==> config.mk <==
export PLATFORM = sky130hd
export DESIGN_NAME = contact_pair_enter_stay_exit_tracker
export DESIGN_NICKNAME = d
export VERILOG_FILES = /design/src/cpt_pkg.sv /design/src/contact_pair_enter_stay_exit_tracker.sv /design/src/cpt_dp.sv /design/src/cpt_ctrl.sv
export SDC_FILE = /design/constraint.sdc
export NUM_CORES = 2
export LEC_CHECK = 0
export BUFFER_PORTS_ARGS = -buffer_cell sky130_fd_sc_hd__clkbuf_2
export CAP_MARGIN = 20
export CORE_AREA = 3 3 408 410
export CTS_CLUSTER_DIAMETER = 30
export CTS_CLUSTER_SIZE = 16
export DETAILED_ROUTE_END_ITERATION = 8
export DIE_AREA = 0 0 411 413
export HOLD_SLACK_MARGIN = 0.12
export PLACE_DENSITY = 0.7
export SYNTH_ARGS = -nofsm -noshare
export SYNTH_HDL_FRONTEND = slang
export SYNTH_HIERARCHICAL = 1
export SYNTH_SLANG_ARGS = --single-unit
==> constraint.sdc <==
create_clock -name clk -period 6.67 [get_ports clk]
set_clock_uncertainty 0.15 [all_clocks]
set_input_delay 0.3335 -clock clk [delete_from_list [all_inputs] [get_ports clk]]
set_output_delay 0.3335 -clock clk [all_outputs]
set_load 0.05 [all_outputs]
==> src/cpt_pkg.sv <==
// shared types and constants of the contact pair tracker
package cpt_pkg;

  localparam int FIELD_BITS = 16;
  localparam int KIND_BITS  = 2;
  localparam int LIMIT_BITS = 8;
  localparam int MAX_RESULTS = 64;
  localparam int N_BITS = $clog2(MAX_RESULTS + 1);

  localparam logic [LIMIT_BITS-1:0] LIMIT_RESET = 8'd128;
  localparam logic [LIMIT_BITS-1:0] COUNT_MAX   = 8'hFF;

  // result kinds
  localparam logic [KIND_BITS-1:0] EV_ENTER     = 2'd0;
  localparam logic [KIND_BITS-1:0] EV_STAY      = 2'd1;
  localparam logic [KIND_BITS-1:0] EV_EXIT      = 2'd2;
  localparam logic [KIND_BITS-1:0] EV_FRAME_END = 2'd3;

  // table write selects
  typedef logic [2:0] wr_sel_t;
  localparam wr_sel_t WR_NONE   = 3'd0;
  localparam wr_sel_t WR_CLEAR  = 3'd1;
  localparam wr_sel_t WR_SEEN   = 3'd2;
  localparam wr_sel_t WR_UNSEEN = 3'd3;
  localparam wr_sel_t WR_REMOVE = 3'd4;
  localparam wr_sel_t WR_INSERT = 3'd5;

  typedef struct packed {
    logic    accept;
    logic    rd_en;
    wr_sel_t wr;
    logic    idx_inc;
    logic    look_free;
    logic    set_stay;
    logic    emit_contact;
    logic    exit_take;
    logic    sweep_end;
  } cmd_t;

  typedef struct packed {
    logic func;
    logic null_id;
    logic rd_valid;
    logic rd_seen;
    logic rd_match;
    logic idx_last;
    logic free_found;
    logic out_free;
    logic hold_valid;
    logic n_full;
  } status_t;

endpackage

==> src/contact_pair_enter_stay_exit_tracker.sv <==
// top level of the contact pair enter/stay/exit tracker
//
//  channel  signals                             direction
//  in       in_valid, in_stall, func, body_a/b  request in, stall out
//  out      out_valid, out_stall, event fields  request out, stall in
//  cfg      cfg_write, cfg_data                 write only, event_limit
//
// a contact scans the pair table slot by slot (single port, registered read),
// reading and then checking each slot: a hit stops the scan, a miss scans every slot
// a null id skips the scan; an end of step sweeps every slot and waits on output stalls
// after reset a clearing pass over every slot holds in_stall high
// a stalled output holds its result; the next exit waits for the output register
module contact_pair_enter_stay_exit_tracker #(
  parameter int TABLE_DEPTH = 64,
  parameter int ID_BITS     = 16
) (
  input  logic                            clk,
  input  logic                            rst,
  input  logic                            in_valid,
  output logic                            in_stall,
  input  logic                            func,
  input  logic [cpt_pkg::FIELD_BITS-1:0]  body_a,
  input  logic [cpt_pkg::FIELD_BITS-1:0]  body_b,
  output logic                            out_valid,
  input  logic                            out_stall,
  output logic [cpt_pkg::KIND_BITS-1:0]   event_kind,
  output logic [cpt_pkg::FIELD_BITS-1:0]  body_low,
  output logic [cpt_pkg::FIELD_BITS-1:0]  body_high,
  output logic                            recorded,
  output logic                            table_full,
  output logic                            last,
  input  logic                            cfg_write,
  input  logic [cpt_pkg::LIMIT_BITS-1:0]  cfg_data
);
  import cpt_pkg::*;

  cmd_t    cmd;
  status_t status;

  cpt_ctrl u_ctrl (
    .clk      (clk),
    .rst      (rst),
    .in_valid (in_valid),
    .in_stall (in_stall),
    .status   (status),
    .cmd      (cmd)
  );

  cpt_dp #(
    .TABLE_DEPTH (TABLE_DEPTH),
    .ID_BITS     (ID_BITS)
  ) u_dp (
    .clk        (clk),
    .rst        (rst),
    .cmd        (cmd),
    .status     (status),
    .func       (func),
    .body_a     (body_a),
    .body_b     (body_b),
    .cfg_write  (cfg_write),
    .cfg_data   (cfg_data),
    .out_valid  (out_valid),
    .out_stall  (out_stall),
    .event_kind (event_kind),
    .body_low   (body_low),
    .body_high  (body_high),
    .recorded   (recorded),
    .table_full (table_full),
    .last       (last)
  );

  // an accepted end of step always starts a sweep
  a_step_sweeps: assert property (@(posedge clk) disable iff (rst)
    in_valid && !in_stall && func |=> in_stall)
    else $error("end of step did not start a sweep");

  a_frame_end: assert property (@(posedge clk) disable iff (rst)
    out_valid && event_kind == EV_FRAME_END |-> last && !recorded && !table_full)
    else $error("frame end result malformed");

  a_contact_last: assert property (@(posedge clk) disable iff (rst)
    out_valid && (event_kind == EV_ENTER || event_kind == EV_STAY) |-> last)
    else $error("contact result without last");

  a_full_enter: assert property (@(posedge clk) disable iff (rst)
    out_valid && table_full |-> event_kind == EV_ENTER)
    else $error("table full flag on a non-enter result");

endmodule

==> src/cpt_dp.sv <==
// datapath of the contact pair tracker: pair table, counters, output register
module cpt_dp #(
  parameter int TABLE_DEPTH = 64,
  parameter int ID_BITS     = 16
) (
  input  logic                            clk,
  input  logic                            rst,
  input  cpt_pkg::cmd_t                   cmd,
  output cpt_pkg::status_t                status,
  input  logic                            func,
  input  logic [cpt_pkg::FIELD_BITS-1:0]  body_a,
  input  logic [cpt_pkg::FIELD_BITS-1:0]  body_b,
  input  logic                            cfg_write,
  input  logic [cpt_pkg::LIMIT_BITS-1:0]  cfg_data,
  output logic                            out_valid,
  input  logic                            out_stall,
  output logic [cpt_pkg::KIND_BITS-1:0]   event_kind,
  output logic [cpt_pkg::FIELD_BITS-1:0]  body_low,
  output logic [cpt_pkg::FIELD_BITS-1:0]  body_high,
  output logic                            recorded,
  output logic                            table_full,
  output logic                            last
);
  import cpt_pkg::*;

  localparam int IDX_BITS   = $clog2(TABLE_DEPTH);
  localparam int KEY_BITS   = 2 * ID_BITS;
  localparam int ENTRY_BITS = KEY_BITS + 2;
  localparam int EXT_BITS   = ID_BITS + FIELD_BITS;

  function automatic logic [ID_BITS-1:0] to_id(input logic [FIELD_BITS-1:0] v);
    logic [EXT_BITS-1:0] ext;
    ext = EXT_BITS'(v);
    return ext[ID_BITS-1:0];
  endfunction

  function automatic logic [FIELD_BITS-1:0] to_field(input logic [ID_BITS-1:0] v);
    logic [EXT_BITS-1:0] ext;
    ext = EXT_BITS'(v);
    return ext[FIELD_BITS-1:0];
  endfunction

  // table entry: valid, seen, key
  logic [ENTRY_BITS-1:0] mem [TABLE_DEPTH];
  logic [ENTRY_BITS-1:0] rdata;
  logic [ENTRY_BITS-1:0] wdata;
  logic [IDX_BITS-1:0]   waddr;
  logic                  we;

  logic [IDX_BITS-1:0]   idx;
  logic [IDX_BITS-1:0]   free_idx;
  logic                  free_found;
  logic [ID_BITS-1:0]    in_lo;
  logic [ID_BITS-1:0]    in_hi;
  logic [KIND_BITS-1:0]  kind;
  logic [LIMIT_BITS-1:0] limit;
  logic [LIMIT_BITS-1:0] count;
  logic [N_BITS-1:0]     n;
  logic                  hold_valid;
  logic [ID_BITS-1:0]    hold_lo;
  logic [ID_BITS-1:0]    hold_hi;
  logic                  hold_rec;

  logic [ID_BITS-1:0]    a_id;
  logic [ID_BITS-1:0]    b_id;
  logic [KEY_BITS-1:0]   in_key;
  logic [KEY_BITS-1:0]   rd_key;
  logic                  rd_valid;
  logic                  rec_now;
  logic                  take;
  logic                  out_free;

  assign a_id     = to_id(body_a);
  assign b_id     = to_id(body_b);
  assign in_key   = {in_lo, in_hi};
  assign rd_key   = rdata[KEY_BITS-1:0];
  assign rd_valid = rdata[ENTRY_BITS-1];
  assign rec_now  = count < limit;
  assign take     = cmd.emit_contact | cmd.exit_take;
  assign out_free = !out_valid || !out_stall;

  assign status.func       = func;
  assign status.null_id    = (a_id == '0) || (b_id == '0);
  assign status.rd_valid   = rd_valid;
  assign status.rd_seen    = rdata[ENTRY_BITS-2];
  assign status.rd_match   = rd_key == in_key;
  assign status.idx_last   = idx == IDX_BITS'(TABLE_DEPTH - 1);
  assign status.free_found = free_found;
  assign status.out_free   = out_free;
  assign status.hold_valid = hold_valid;
  assign status.n_full     = n == N_BITS'(MAX_RESULTS);

  always_comb begin
    we    = 1'b1;
    waddr = idx;
    wdata = '0;
    unique case (cmd.wr)
      WR_CLEAR, WR_REMOVE: wdata = '0;
      WR_SEEN:             wdata = {2'b11, in_key};
      WR_UNSEEN:           wdata = {2'b10, rd_key};
      WR_INSERT: begin
        wdata = {2'b11, in_key};
        waddr = free_idx;
      end
      default:             we = 1'b0;
    endcase
  end

  always_ff @(posedge clk) begin
    if (we) begin
      mem[waddr] <= wdata;
    end
    if (cmd.rd_en) begin
      rdata <= mem[idx];
    end
  end

  // control registers
  always_ff @(posedge clk) begin
    if (rst) begin
      idx        <= '0;
      free_found <= 1'b0;
      limit      <= LIMIT_RESET;
      count      <= '0;
      n          <= '0;
      hold_valid <= 1'b0;
      out_valid  <= 1'b0;
    end else begin
      if (cfg_write) begin
        limit <= cfg_data;
      end
      if (cmd.accept) begin
        idx        <= '0;
        free_found <= 1'b0;
        n          <= '0;
        hold_valid <= 1'b0;
      end else begin
        if (cmd.idx_inc) begin
          idx <= idx + 1'b1;
        end
        if (cmd.look_free && !rd_valid && !free_found) begin
          free_found <= 1'b1;
        end
        if (cmd.exit_take) begin
          n          <= n + 1'b1;
          hold_valid <= 1'b1;
        end
        if (cmd.sweep_end) begin
          hold_valid <= 1'b0;
        end
      end
      if (take && count != COUNT_MAX) begin
        count <= count + 1'b1;
      end
      if (cmd.sweep_end) begin
        count <= '0;
      end
      if (cmd.emit_contact || cmd.sweep_end || (cmd.exit_take && hold_valid)) begin
        out_valid <= 1'b1;
      end else if (!out_stall) begin
        out_valid <= 1'b0;
      end
    end
  end

  // payload registers
  always_ff @(posedge clk) begin
    if (cmd.accept) begin
      kind <= EV_ENTER;
      if (a_id < b_id) begin
        in_lo <= a_id;
        in_hi <= b_id;
      end else begin
        in_lo <= b_id;
        in_hi <= a_id;
      end
    end
    if (cmd.set_stay) begin
      kind <= EV_STAY;
    end
    if (cmd.look_free && !rd_valid && !free_found) begin
      free_idx <= idx;
    end
    if (cmd.exit_take) begin
      hold_lo  <= rd_key[KEY_BITS-1:ID_BITS];
      hold_hi  <= rd_key[ID_BITS-1:0];
      hold_rec <= rec_now;
    end
    if (cmd.emit_contact) begin
      event_kind <= kind;
      body_low   <= to_field(in_lo);
      body_high  <= to_field(in_hi);
      recorded   <= rec_now;
      table_full <= (kind == EV_ENTER) && !free_found;
      last       <= 1'b1;
    end else if (cmd.exit_take && hold_valid) begin
      event_kind <= EV_EXIT;
      body_low   <= to_field(hold_lo);
      body_high  <= to_field(hold_hi);
      recorded   <= hold_rec;
      table_full <= 1'b0;
      last       <= 1'b0;
    end else if (cmd.sweep_end) begin
      table_full <= 1'b0;
      last       <= 1'b1;
      if (hold_valid) begin
        event_kind <= EV_EXIT;
        body_low   <= to_field(hold_lo);
        body_high  <= to_field(hold_hi);
        recorded   <= hold_rec;
      end else begin
        event_kind <= EV_FRAME_END;
        body_low   <= '0;
        body_high  <= '0;
        recorded   <= 1'b0;
      end
    end
  end

endmodule

==> src/cpt_ctrl.sv <==
// controller state machine of the contact pair tracker
module cpt_ctrl (
  input  logic             clk,
  input  logic             rst,
  input  logic             in_valid,
  output logic             in_stall,
  input  cpt_pkg::status_t status,
  output cpt_pkg::cmd_t    cmd
);
  import cpt_pkg::*;

  localparam logic [3:0] S_CLEAR  = 4'd0;
  localparam logic [3:0] S_IDLE   = 4'd1;
  localparam logic [3:0] S_LK_RD  = 4'd2;
  localparam logic [3:0] S_LK_EV  = 4'd3;
  localparam logic [3:0] S_INS    = 4'd4;
  localparam logic [3:0] S_EMIT   = 4'd5;
  localparam logic [3:0] S_SW_RD  = 4'd6;
  localparam logic [3:0] S_SW_EV  = 4'd7;
  localparam logic [3:0] S_SW_END = 4'd8;

  logic [3:0] state;
  logic [3:0] state_next;
  logic       sweep_adv;

  assign in_stall = state != S_IDLE;

  always_comb begin
    cmd        = '0;
    cmd.wr     = WR_NONE;
    state_next = state;
    sweep_adv  = 1'b0;
    unique case (state)
      S_CLEAR: begin
        cmd.wr      = WR_CLEAR;
        cmd.idx_inc = 1'b1;
        if (status.idx_last) begin
          state_next = S_IDLE;
        end
      end
      S_IDLE: begin
        if (in_valid) begin
          cmd.accept = 1'b1;
          if (status.func) begin
            state_next = S_SW_RD;
          end else if (!status.null_id) begin
            state_next = S_LK_RD;
          end
        end
      end
      S_LK_RD: begin
        cmd.rd_en  = 1'b1;
        state_next = S_LK_EV;
      end
      S_LK_EV: begin
        if (status.rd_valid && status.rd_match) begin
          cmd.wr       = WR_SEEN;
          cmd.set_stay = 1'b1;
          state_next   = S_EMIT;
        end else begin
          cmd.look_free = 1'b1;
          if (status.idx_last) begin
            state_next = S_INS;
          end else begin
            cmd.idx_inc = 1'b1;
            state_next  = S_LK_RD;
          end
        end
      end
      S_INS: begin
        if (status.free_found) begin
          cmd.wr = WR_INSERT;
        end
        state_next = S_EMIT;
      end
      S_EMIT: begin
        if (status.out_free) begin
          cmd.emit_contact = 1'b1;
          state_next       = S_IDLE;
        end
      end
      S_SW_RD: begin
        cmd.rd_en  = 1'b1;
        state_next = S_SW_EV;
      end
      S_SW_EV: begin
        priority if (status.rd_valid && status.rd_seen) begin
          cmd.wr    = WR_UNSEEN;
          sweep_adv = 1'b1;
        end else if (status.rd_valid && status.n_full) begin
          cmd.wr    = WR_REMOVE;
          sweep_adv = 1'b1;
        end else if (status.rd_valid) begin
          // a held exit must leave before the next one replaces it
          if (!status.hold_valid || status.out_free) begin
            cmd.wr        = WR_REMOVE;
            cmd.exit_take = 1'b1;
            sweep_adv     = 1'b1;
          end
        end else begin
          sweep_adv = 1'b1;
        end
        if (sweep_adv) begin
          if (status.idx_last) begin
            state_next = S_SW_END;
          end else begin
            cmd.idx_inc = 1'b1;
            state_next  = S_SW_RD;
          end
        end
      end
      S_SW_END: begin
        if (status.out_free) begin
          cmd.sweep_end = 1'b1;
          state_next    = S_IDLE;
        end
      end
      default: begin
        state_next = S_IDLE;
      end
    endcase
  end

  always_ff @(posedge clk) begin
    if (rst) begin
      state <= S_CLEAR;
    end else begin
      state <= state_next;
    end
  end

endmodule
# After elaboration in Yosys (flattened, before gate mapping)
# Memories as Yosys holds them, arrays and structs flattened. A register that Yosys moved wholly into a read port is not among the register bits.
# Cells that the tools add are included.
dict set report op_classes {
  add_sub_neg 3
  magnitude_cmp 2
  n_eq_ne 24
  n_mux 68
  bitwise 1
  reduce_logical 32
}
# op n
set ops {}
lappend ops {{2-to-1 mux 16 bit} 10}
lappend ops {{one-hot mux 34 bit (2 select lines)} 1}
lappend ops {{2-to-1 mux 1 bit} 34}
lappend ops {{equality test 32 bit} 1}
lappend ops {{logical NOT 16 bit} 2}
lappend ops {{one-hot mux 4 bit (8 select lines)} 1}
lappend ops {{2-to-1 mux 4 bit} 7}
lappend ops {{2-to-1 mux 3 bit} 7}
lappend ops {{equality test 4 x 3 -> 1 bit, second input constant} 4}
lappend ops {{less-than comparator 16 bit} 1}
lappend ops {{one-hot mux 3 bit (4 select lines)} 1}
lappend ops {{2-to-1 mux 2 bit} 5}
lappend ops {{OR reduction 2 bit} 5}
lappend ops {{adder 8 x 1 -> 8 bit, second input constant} 1}
lappend ops {{equality test 4 x 2 -> 1 bit, second input constant} 2}
lappend ops {{logical AND 1 bit} 8}
lappend ops {{less-than comparator 8 bit} 1}
lappend ops {{inequality test 8 bit, second input constant} 1}
lappend ops {{adder 7 x 1 -> 7 bit, second input constant} 1}
lappend ops {{equality test 7 bit, second input constant} 1}
lappend ops {{adder 6 x 1 -> 6 bit, second input constant} 1}
lappend ops {{equality test 3 x 2 -> 1 bit, second input constant} 2}
lappend ops {{equality test 3 bit, second input constant} 2}
lappend ops {{equality test 6 bit, second input constant} 1}
lappend ops {{19 further kinds} 30}
dict set report word_totals {
  reg_bits 145
  ram_bits 2176
  out_inout_bits 39
  memories 1
}
# name depth width read_ports rd_clocked_by_memory_dff wr line
set mem_list {}
lappend mem_list {u_dp.mem 64 34 1 1 1 cpt_dp.sv:44} ;# logic [ENTRY_BITS-1:0] mem [TABLE_DEPTH];

# Depth between registers and ports, before layout
dict set report depth {
  ltp_word 13
  mapped_depth 14
}

# Cells and area by module
# Netlist, hierarchy kept.
# mod instances cells_each area_each_um2 seq_area_each_um2
set modules_own_cells {}
lappend modules_own_cells {cpt_dp 1 4156 90536.8 70257.4}
lappend modules_own_cells {cpt_ctrl 1 76 510.5 80.1}

# Worst setup path before layout
# No wires, ideal clock.
dict set report synth_path {
  path_kind {reg2reg}
  from {register u_dp.n[0]}
  to {memory u_dp/mem[0][0] (netlist bit) (data pin)}
  setup_time_ns 0.366
  t_arrival_ns 4.931
  t_required_ns 6.154
  path_slack_ns 1.223
  stages_incl_launch_ff 14
  n_path_buf 2
  synth_period_minus_slack_ns 5.447
  path_cell_list {dfxtp_1 -> inv_1 -> ha_1 -> or4b_2 -> nor3b_1 -> nor2b_1 -> nor2_1 -> a21oi_1 -> nor3_1 -> nand3b_1 -> clkbuf_1 -> o21ai_1 -> clkbuf_1 -> a22o_1}
}
# item line
set synth_rtl {}
lappend synth_rtl {{start: declaration} cpt_dp.sv:58} ;# logic [N_BITS-1:0] n;
lappend synth_rtl {{start signal: assignment} cpt_dp.sv:145} ;# n <= n + 1'b1;
lappend synth_rtl {{end: declaration} cpt_dp.sv:44}

==> results.tsv <==
metric	value	unit
final instance area	110000	um^2
share of cells above drive strength 1	0.307	
Peak VDD IR	0.219	mV
PD cells	353	nW/um^2
Root Buffer	clkbuf_16	
CP Launch Type	flop	
DR WL/cell	33.2	um
Syn Nets	4304	
Post-Route WL	241000	um
Port Buffer Count	84	
Final Max Slew Viols	0	
GP Congestion	0.938	
fraction of registers with async set/reset	0	
vias in the first global route	47800	
leading cell type in the layout, fill and taps excluded	edfxtp_1	
Most used DFF post-synth	edfxtp_1	
DRT Pass-1 Iters	8	
I/O Pins	85	
Pleak	37.9	nW
most frequent cells in the layout	edfxtp_1, mux4_2, clkbuf_16, mux2i_1, buf_4	
fin nets	4816	
CP arrival	6.38	ns
mean area per synthesized cell	21.5	um^2
clock transition at the registers of the reported paths	0.05	ns
antenna violations before repair	8	
first-pass GRT wire length	347000	um
setup violators final	0	
Worst setup EP type	flop	
pre-CTS setup slack	1.01	ns
clk_lat worst skew	0.96	ns
Multi-input gate area	20000	um^2
Num CTS Buffers	423	
Via-to-Cell Ratio	6.65	
max layer used	met5	
CTS tree	done	
Synth Instances	4232	
crit path max fanout	22	
Die Span Y	413	um
Area growth syn-to-layout	20.9	%
Hold/Removal Path Class	primary input to flop	
Worst slew margin	0.177	
Sink Count	2355	
setup_tns	0	ns
Initial Util	0.559	
H-Tree Level Count	5	
total congestion overflow	0	
Max-Cap Viols	0	
FF+latch count, synth	2355	
WS Path Type	flop to flop	
WP data required	7.12	ns
fillers	9680	
unrepaired setup endpoints after global routing	false	
CTS Buffer Depth	4	
Vias	48300	
post-cts repair resize count	0	
Post-route DRC	0	
Final min period	5.93	ns
FF+latch area	70400	um^2
status	completed	
Core Region	163000	um^2
total die area	170000	um^2
measured slew at the worst slew-check pin	1.23	ns
Iteration-0 DRC Markers	7434	
sequential share of the synthesized area	0.773	
Cell variety after synth	66	
final worst-path setup slack	0.743	ns
DP Wirelength	135000	um
Ys Warns	6	
antenna viol nets, final	0	
Placement Cell Area	94900	um^2
met3 routed WL	30900	um
met1 WL	90800	um
fin crit share	0.889	
total track usage	0.287	
pin count of the biggest net entering global routing	118	
Setup Fix Bufs, Post-CTS	0	
met2 WL post-DR	110000	um
Std-Cell Rows	148	
mapped cell area	91000	um^2
final hold viol count	0	
number of enable flip-flop cells after synthesis	2317	
Chip Width	411	um
worst hold margin	0.203	ns
fmax	169	MHz
==> cells by family after synthesis <==
family,Yosys count,synth area share
muxes,664,0.141
adders and majority gates,26,0.00357
xor gates and xnor gates,45,0.00433
and+or+nand+nor,346,0.0189
DFF,2355,0.773
AOI/OAI and AO/OA,522,0.0438
buffers and inverters,274,0.0157
==> layout make-up <==
| type | instances | share of cell area |
|---|---|---|
| inverter | 35 | 0.00119 |
| clock inverter | 305 | 0.0302 |
| sequential | 2355 | 0.639 |
| clock buffer | 461 | 0.0984 |
| antenna | 3 | 0.0000682 |
| tap | 2175 | 0.0247 |
| timing repair buffer | 326 | 0.0246 |
| multi-input combinational | 1603 | 0.182 |
==> through the flow <==
stage | power, W | utilization | instances
after floorplan | 0.0174 | - | 4232
after global placement | 0.0179 | 0.583 | 6395
after detailed placement | 0.0179 | 0.583 | 6400
after CTS | 0.0390 | 0.676 | 7255
after global routing | 0.0398 | 0.676 | 7260
final | 0.0389 | 0.676 | 7263
==> state kept, by name, indices dropped and copies added (netlist names), 2 cells and up <==
register	cells
u_dp/hold_lo	16
u_dp/idx	6
u_ctrl/state	4
u_dp/free_idx	6
u_dp/event_kind	2
u_dp/n	7
u_dp/body_low	16
u_dp/in_lo	16
u_dp/count	8
u_dp/rdata	34
u_dp/hold_hi	16
u_dp/mem	2176
u_dp/in_hi	16
u_dp/body_high	16
u_dp/limit	8
==> repair_timing <==
action | CTS | global route
setup endpoints to repair | 0 | 0
endpoints found under the hold margin | 102 | 0
hold buffers | 89 | 0
==> critical path: stages (launching register included) <==
cell      delay [ns]
dfxtp_1         0.34
inv_1           0.07
ha_1            0.12
or4b_2          0.58
nor3b_1         0.31
nor2b_1         0.17
nor2_1          0.14
a21oi_1         0.05
nor3_1          0.67
nand3b_1        0.64
mux2i_1         0.57
nand2b_1        0.55
nor2_4          0.87
buf_4           0.30
==> worst paths after layout <==
path | start | to | slack (ns) | depth (start not counted)
setup reg to reg | u_dp/n[0]$_SDFFE_PP0P_ | u_dp/mem[22][20]$_DFFE_PP_ | 0.74 | 13
setup / recovery | u_dp/n[0]$_SDFFE_PP0P_ | u_dp/mem[22][20]$_DFFE_PP_ | 0.74 | 13
hold / removal | cfg_write | u_dp/limit[7]$_SDFFE_PP1P_ | 0.20 | 3
hold reg to reg | u_dp/rdata[25]$_DFFE_PP_ | u_dp/hold_lo[9]$_DFFE_PP_ | 0.34 | 0
==> synth_stat cells (9+ instances only) <==
library cell  count  area, um^2
ha_1             26         325
edfxtp_1       2317       69600
buf_6            20         225
buf_4            30         225
nand2_1          77         289
nand3_1          22         110
mux2i_1         138        1380
a211oi_1         64         480
a22oi_1          91         683
a221oi_1         29         254
clkbuf_1         99         372
dfxtp_1          38         761
mux4_2          489       11000
nor2_1          111         417
o221ai_1         18         158
nor2b_1          26         163
a222oi_1         14         140
o21ai_0          43         215
o22ai_1          28         175
a21oi_1          41         205
nor3_1           12        60.1
mux2_2           34         383
a221o_1          16         160
xor2_1           41         359
or3_1            12        75.1
inv_1            33         124
a311oi_1         22         193
nand4_1          14        87.6
and4_1           10        87.6
nand2b_1          9        56.3
a21o_1           21         158
nor4_1           16         100
a22o_1          106         928
buf_1            18        67.6
buf_2            67         335
==> routing by layer <==
metal	vias up	track usage
li1	19200	-
met1	25200	0.419
met2	3448	0.422
met3	468	0.0725
met4	2	0.112
met5	-	0
==> report_power, final <==
| part | switching (W) | internal, W | total (W) |
|---|---|---|---|
| registers | 0.0000556 | 0.0162 | 0.0162 |
| logic | 0.000893 | 0.000587 | 0.00148 |
| clock network | 0.00734 | 0.0138 | 0.0212 |
Power figures use the tool's default switching activity.
